<file path="src/rtl/core/tlbf_ram.sv">
module tlbf_ram #(
    parameter int WIDTH = 64,
    parameter int DEPTH = 64
) (
    input  logic                                    aclk,
    input  logic                                    we,
    input  logic [(DEPTH > 1 ? $clog2(DEPTH) : 1)-1:0] waddr,
    input  logic [WIDTH-1:0]                        wdata,
    input  logic [(DEPTH > 1 ? $clog2(DEPTH) : 1)-1:0] raddr,
    output logic [WIDTH-1:0]                        rdata
);

    logic [WIDTH-1:0] mem [DEPTH];

    // single write port, registered read port
    always_ff @(posedge aclk) begin
        if (we) begin
            mem[waddr] <= wdata;
        end
        rdata <= mem[raddr];
    end

endmodule

</file>
<file path="config.mk">
export PLATFORM = sky130hd
export DESIGN_NAME = tlbf_ram
export DESIGN_NICKNAME = d
export VERILOG_FILES = /design/src/rtl/core/tlbf_ram.sv
export SDC_FILE = /design/constraint.sdc
export NUM_CORES = 2
export LEC_CHECK = 0
export BUFFER_PORTS_ARGS = -buffer_cell sky130_fd_sc_hd__buf_2
export CORE_MARGIN = 2
export CORE_UTILIZATION = 33
export CTS_BUF_LIST = sky130_fd_sc_hd__clkbuf_16
export DETAILED_ROUTE_END_ITERATION = 10
export HOLD_SLACK_MARGIN = 0.08
export SETUP_SLACK_MARGIN = 0.4
export SLEW_MARGIN = 20
export SYNTH_ARGS = -nofsm -noshare
export SYNTH_HDL_FRONTEND = slang
export SYNTH_SLANG_ARGS = --single-unit
</file>
<file path="constraint.sdc">
create_clock -name aclk -period 18.9 [get_ports aclk]
set_input_delay 4.725 -clock aclk [delete_from_list [all_inputs] [get_ports aclk]]
set_output_delay 4.725 -clock aclk [all_outputs]
set_load 0.05 [all_outputs]
</file>
**Word level (Yosys, flattened, before mapping)**

Memory sizes are Yosys's and may differ from the RTL's. A register that Yosys moved wholly into a read port is not among the register bits.
Index checks and enable logic that the tools add are counted.

- Register bits: 0
- Memory bits (writable): 4,096
- Bits of input ports: 78
- Output and inout bits: 64
- Word-level logic and storage cells: 3
- Memories: 1

- Mux-type cells: 2

Memory list:

| name | depth | bits a word | read ports | clocked after memory_dff | write ports | line | text |
|---|---|---|---|---|---|---|---|
| mem | 64 | 64 | 1 | 1 | 1 | 13 | `logic [WIDTH-1:0] mem [DEPTH];` |

Operators by type and width:

| operator | count |
|---|---|
| 1-bit two-way mux | 2 |

**Logic depth before layout (Yosys ltp)**

- Word-level depth: 2
- Mapped depth: 9
- Depth with buffers taken out: 5

**Worst setup path after synthesis**

Ideal clock, no wire load.

- Path type: input-to-reg
- From: in waddr[3] (netlist bit)
- To: mem mem[48][0], enable pin
- Arrival: 9,597 ps
- Setup slack: 8,739 ps
- Stages: 4
- Path buffers: 1
- Cell sequence: clkbuf_1 -> nor2b_1 -> nand4b_1 -> nor3_1

RTL lines:

| item | line | text |
|---|---|---|
| start, declared | 7 | `input logic [(DEPTH > 1 ? $clog2(DEPTH) : 1)-1:0] waddr,` |
| end, declared | 13 |  |

Straight into the memory's write port.

==> metrics.md <==
| Metric | Value |
|---|---|
| Status | `finished, final reports clean` |
| Flop-to-flop setup slack | `16830 ps` |
| Post-placement setup slack | `9170 ps` |
| CORE AREA | `471000 um^2` |
| Synth area leaders | `edfxtp_1 79%, mux4_2 15%, mux2i_1 0.86%` |
| Compound-Gate Fraction of Synth Area | `0.0248` |
| Avg Inst Size Synth | `23.7 um^2` |
| Syn nets | `6676` |
| Clock Latency Late Sink | `970 ps` |
| Worst Clk Skew | `47.7 ps` |
| Initial Util | `0.332` |
| Io pins | `142` |
| Final Cell Area | `179000 um^2` |
| Total die area | `479000 um^2` |
| Post-Synth Simple-Gate Area | `0.0124` |
| Fin util | `0.379` |
| Mux cell area share after synthesis | `0.156` |
| Top FF cell, synth | `edfxtp_1` |
| Chip Height | `692 um` |
| Fin crit share | `0.448` |
| Clk buf depth | `4` |
| Drt total wl | `454 mm` |
| Post-Synth Adder-Cell Area | `0` |
| Fmax | `118 MHz` |
| Vias in the first global route | `76300` |
| CTS Buf Count | `415` |
| Pleak | `55.2 nW` |
| Worst hold margin | `834 ps` |
| Final WS setup | `10430 ps` |
| Most common cell after layout, fill and taps aside | `edfxtp_1` |
| CP Data Arrival Time | `9290 ps` |
| Clock sinks | `4160` |
| Asr flop ratio synth | `0` |
| Critical path startpoint category | `primary input` |
| Initial antenna violation count | `61` |
| Area leader, netlist | `edfxtp_1` |
| Synth Cell Area | `156000 um^2` |
| Initial DRC count | `10600` |
| Pwr/cell area | `107 nW/um^2` |
| Share of layout cells above drive strength 1 | `0.280` |
| DR vias | `76200` |
| Antenna-violating nets left | `0` |
| Final setup viols | `0` |
| WL/cell | `33.4 um` |
| Via/cell ratio | `5.60` |
| Setup CP Type | `primary input to register` |
| Max-slew violations | `0` |
| Setup_tns | `0 ps` |
| Actual slew at the worst max-slew pin | `1200 ps` |
| Hold Buf Count CTS | `0` |
| Share of the synthesized area in the top cell type | `0.787` |
| Post-synth EDFFs | `4096` |
| Post-DP HPWL | `238 mm` |
| # rows | `252` |
| Total setup buffers inserted after CTS | `0` |
| Post-CTS resize count | `0` |
| Max-cap violations | `0` |
| Total GRT Usage | `0.185` |
| Sequential area share after synthesis | `0.795` |
| Synth Register Bits | `4160` |
| Port bufs | `141` |
| DR pass1 iterations | `6` |
| Final count of hold timing violations | `0` |
| Critical Path Sink Type | `register` |
| Post-DP Area | `165000 um^2` |
| Synth Warn # | `0` |
| Most frequent cells in the layout | `4096 x edfxtp_1, 1024 x mux4_2, 423 x clkbuf_16` |
| Slew headroom | `0.201` |
| RSZ-0062 raised after global routing | `false` |
| Combinational family with the most area after synthesis | `multiplexers` |
| Area Growth Syn to Fin | `14.3%` |
| # H-tree levels | `5` |
| Clk root buf | `clkbuf_16` |
| Routability-driven placement congestion ratio | `0.764` |
| Largest net degree at the start of global routing | `106` |
| Worst endpoint required time | `19720 ps` |
| CTS tree | `yes` |
| Final #Nets | `7084` |
| Clock transition at path regs | `60 ps` |
| First-pass GRT wire length | `623 mm` |
| # fillers | `41700` |
| Cell variety after synth | `33` |
| VDD IR max | `0.0000728 V` |
| Die outline width | `692 um` |
| Minimum clock period after layout | `8470 ps` |
| Residual DRC count | `0` |
| Overflow after GRT | `0` |
| Post-Synthesis Cells | `6598` |
| XOR/XNOR Fraction of Synth Area | `0` |
| Worst hold path class | `register to register` |
| CP Max Fanout | `103` |
-- metrics by stage --
step                      cells  power (W)
after global placement    12800     0.0114
after floorplan            6598     0.0110
after CTS                 13600     0.0192
after global routing      13600     0.0196
after detailed placement  12800     0.0114
final                     13600     0.0191
-- synthesized netlist by cell type, drive strengths merged, types with 29 or more instances --
master	n
clkbuf	140
a22o	88
dfxtp	64
mux4	1024
a22oi	168
and3	64
o22ai	83
nand2	58
o221ai	38
or3	29
mux2i	135
nor2	112
nand3	45
edfxtp	4096
a211oi	63
buf	230
-- final cells by class --
type,count,area [um^2],share of cell area
flip-flops and latches,4160,124000,0.695
multi-input cells,2049,30800,0.172
clock buffers,423,10600,0.0592
well taps,6223,7790,0.0436
repair buffers,361,2660,0.0149
clock inverters,344,2500,0.0140
inverters,19,71.3,0.000399
diodes,19,47.5,0.000266
-- sequential cells by signal, indices dropped and copies added, names as in the netlist --
signal and cells:
mem 4096, rdata 64
-- worst max-delay path: stages --
cell      delay (ps)
buf_12           490
buf_4            590
buf_12           650
buf_4            900
mux4_2           600
mux2i_1          240
o22ai_1          170
a41oi_1          410
a211oi_1         120
-- final timing paths --
check	startpoint	endpoint	cells after the start
worst min register to register	mem[52][42]	rdata[42]	4
worst min-delay path	mem[52][42]	rdata[42]	4
worst max register to register	mem[44][22]	rdata[22]	5
worst max-delay path	raddr[0]	rdata[9]	9
-- report_power, final --
| part | switching (W) | internal, W | total (W) | leakage [nW] |
|---|---|---|---|---|
| Combinational | 0.000613 | 0.000314 | 0.000927 | 11.0 |
| Sequential | 0.0000433 | 0.0102 | 0.0103 | 37.4 |
| Clock | 0.00347 | 0.00446 | 0.00793 | 6.76 |
| Total | 0.00413 | 0.0150 | 0.0191 | 55.2 |
-- routing by layer --
metal | global-route usage | vias to the layer above | part of all wire
li1 | - | 29300 | -
met1 | 0.252 | 42000 | 0.39
met2 | 0.306 | 4156 | 0.49
met3 | 0.0313 | 704 | 0.092
met4 | 0.0521 | 16 | 0.029
met5 | 0 | - | 0.00021
-- cell families after synthesis --
logic type	after synthesis
compound gates	504
buf+inv	389
flops	4160
simple gates	386
mux	1159
No activity file was read; power rests on OpenSTA's default activity.
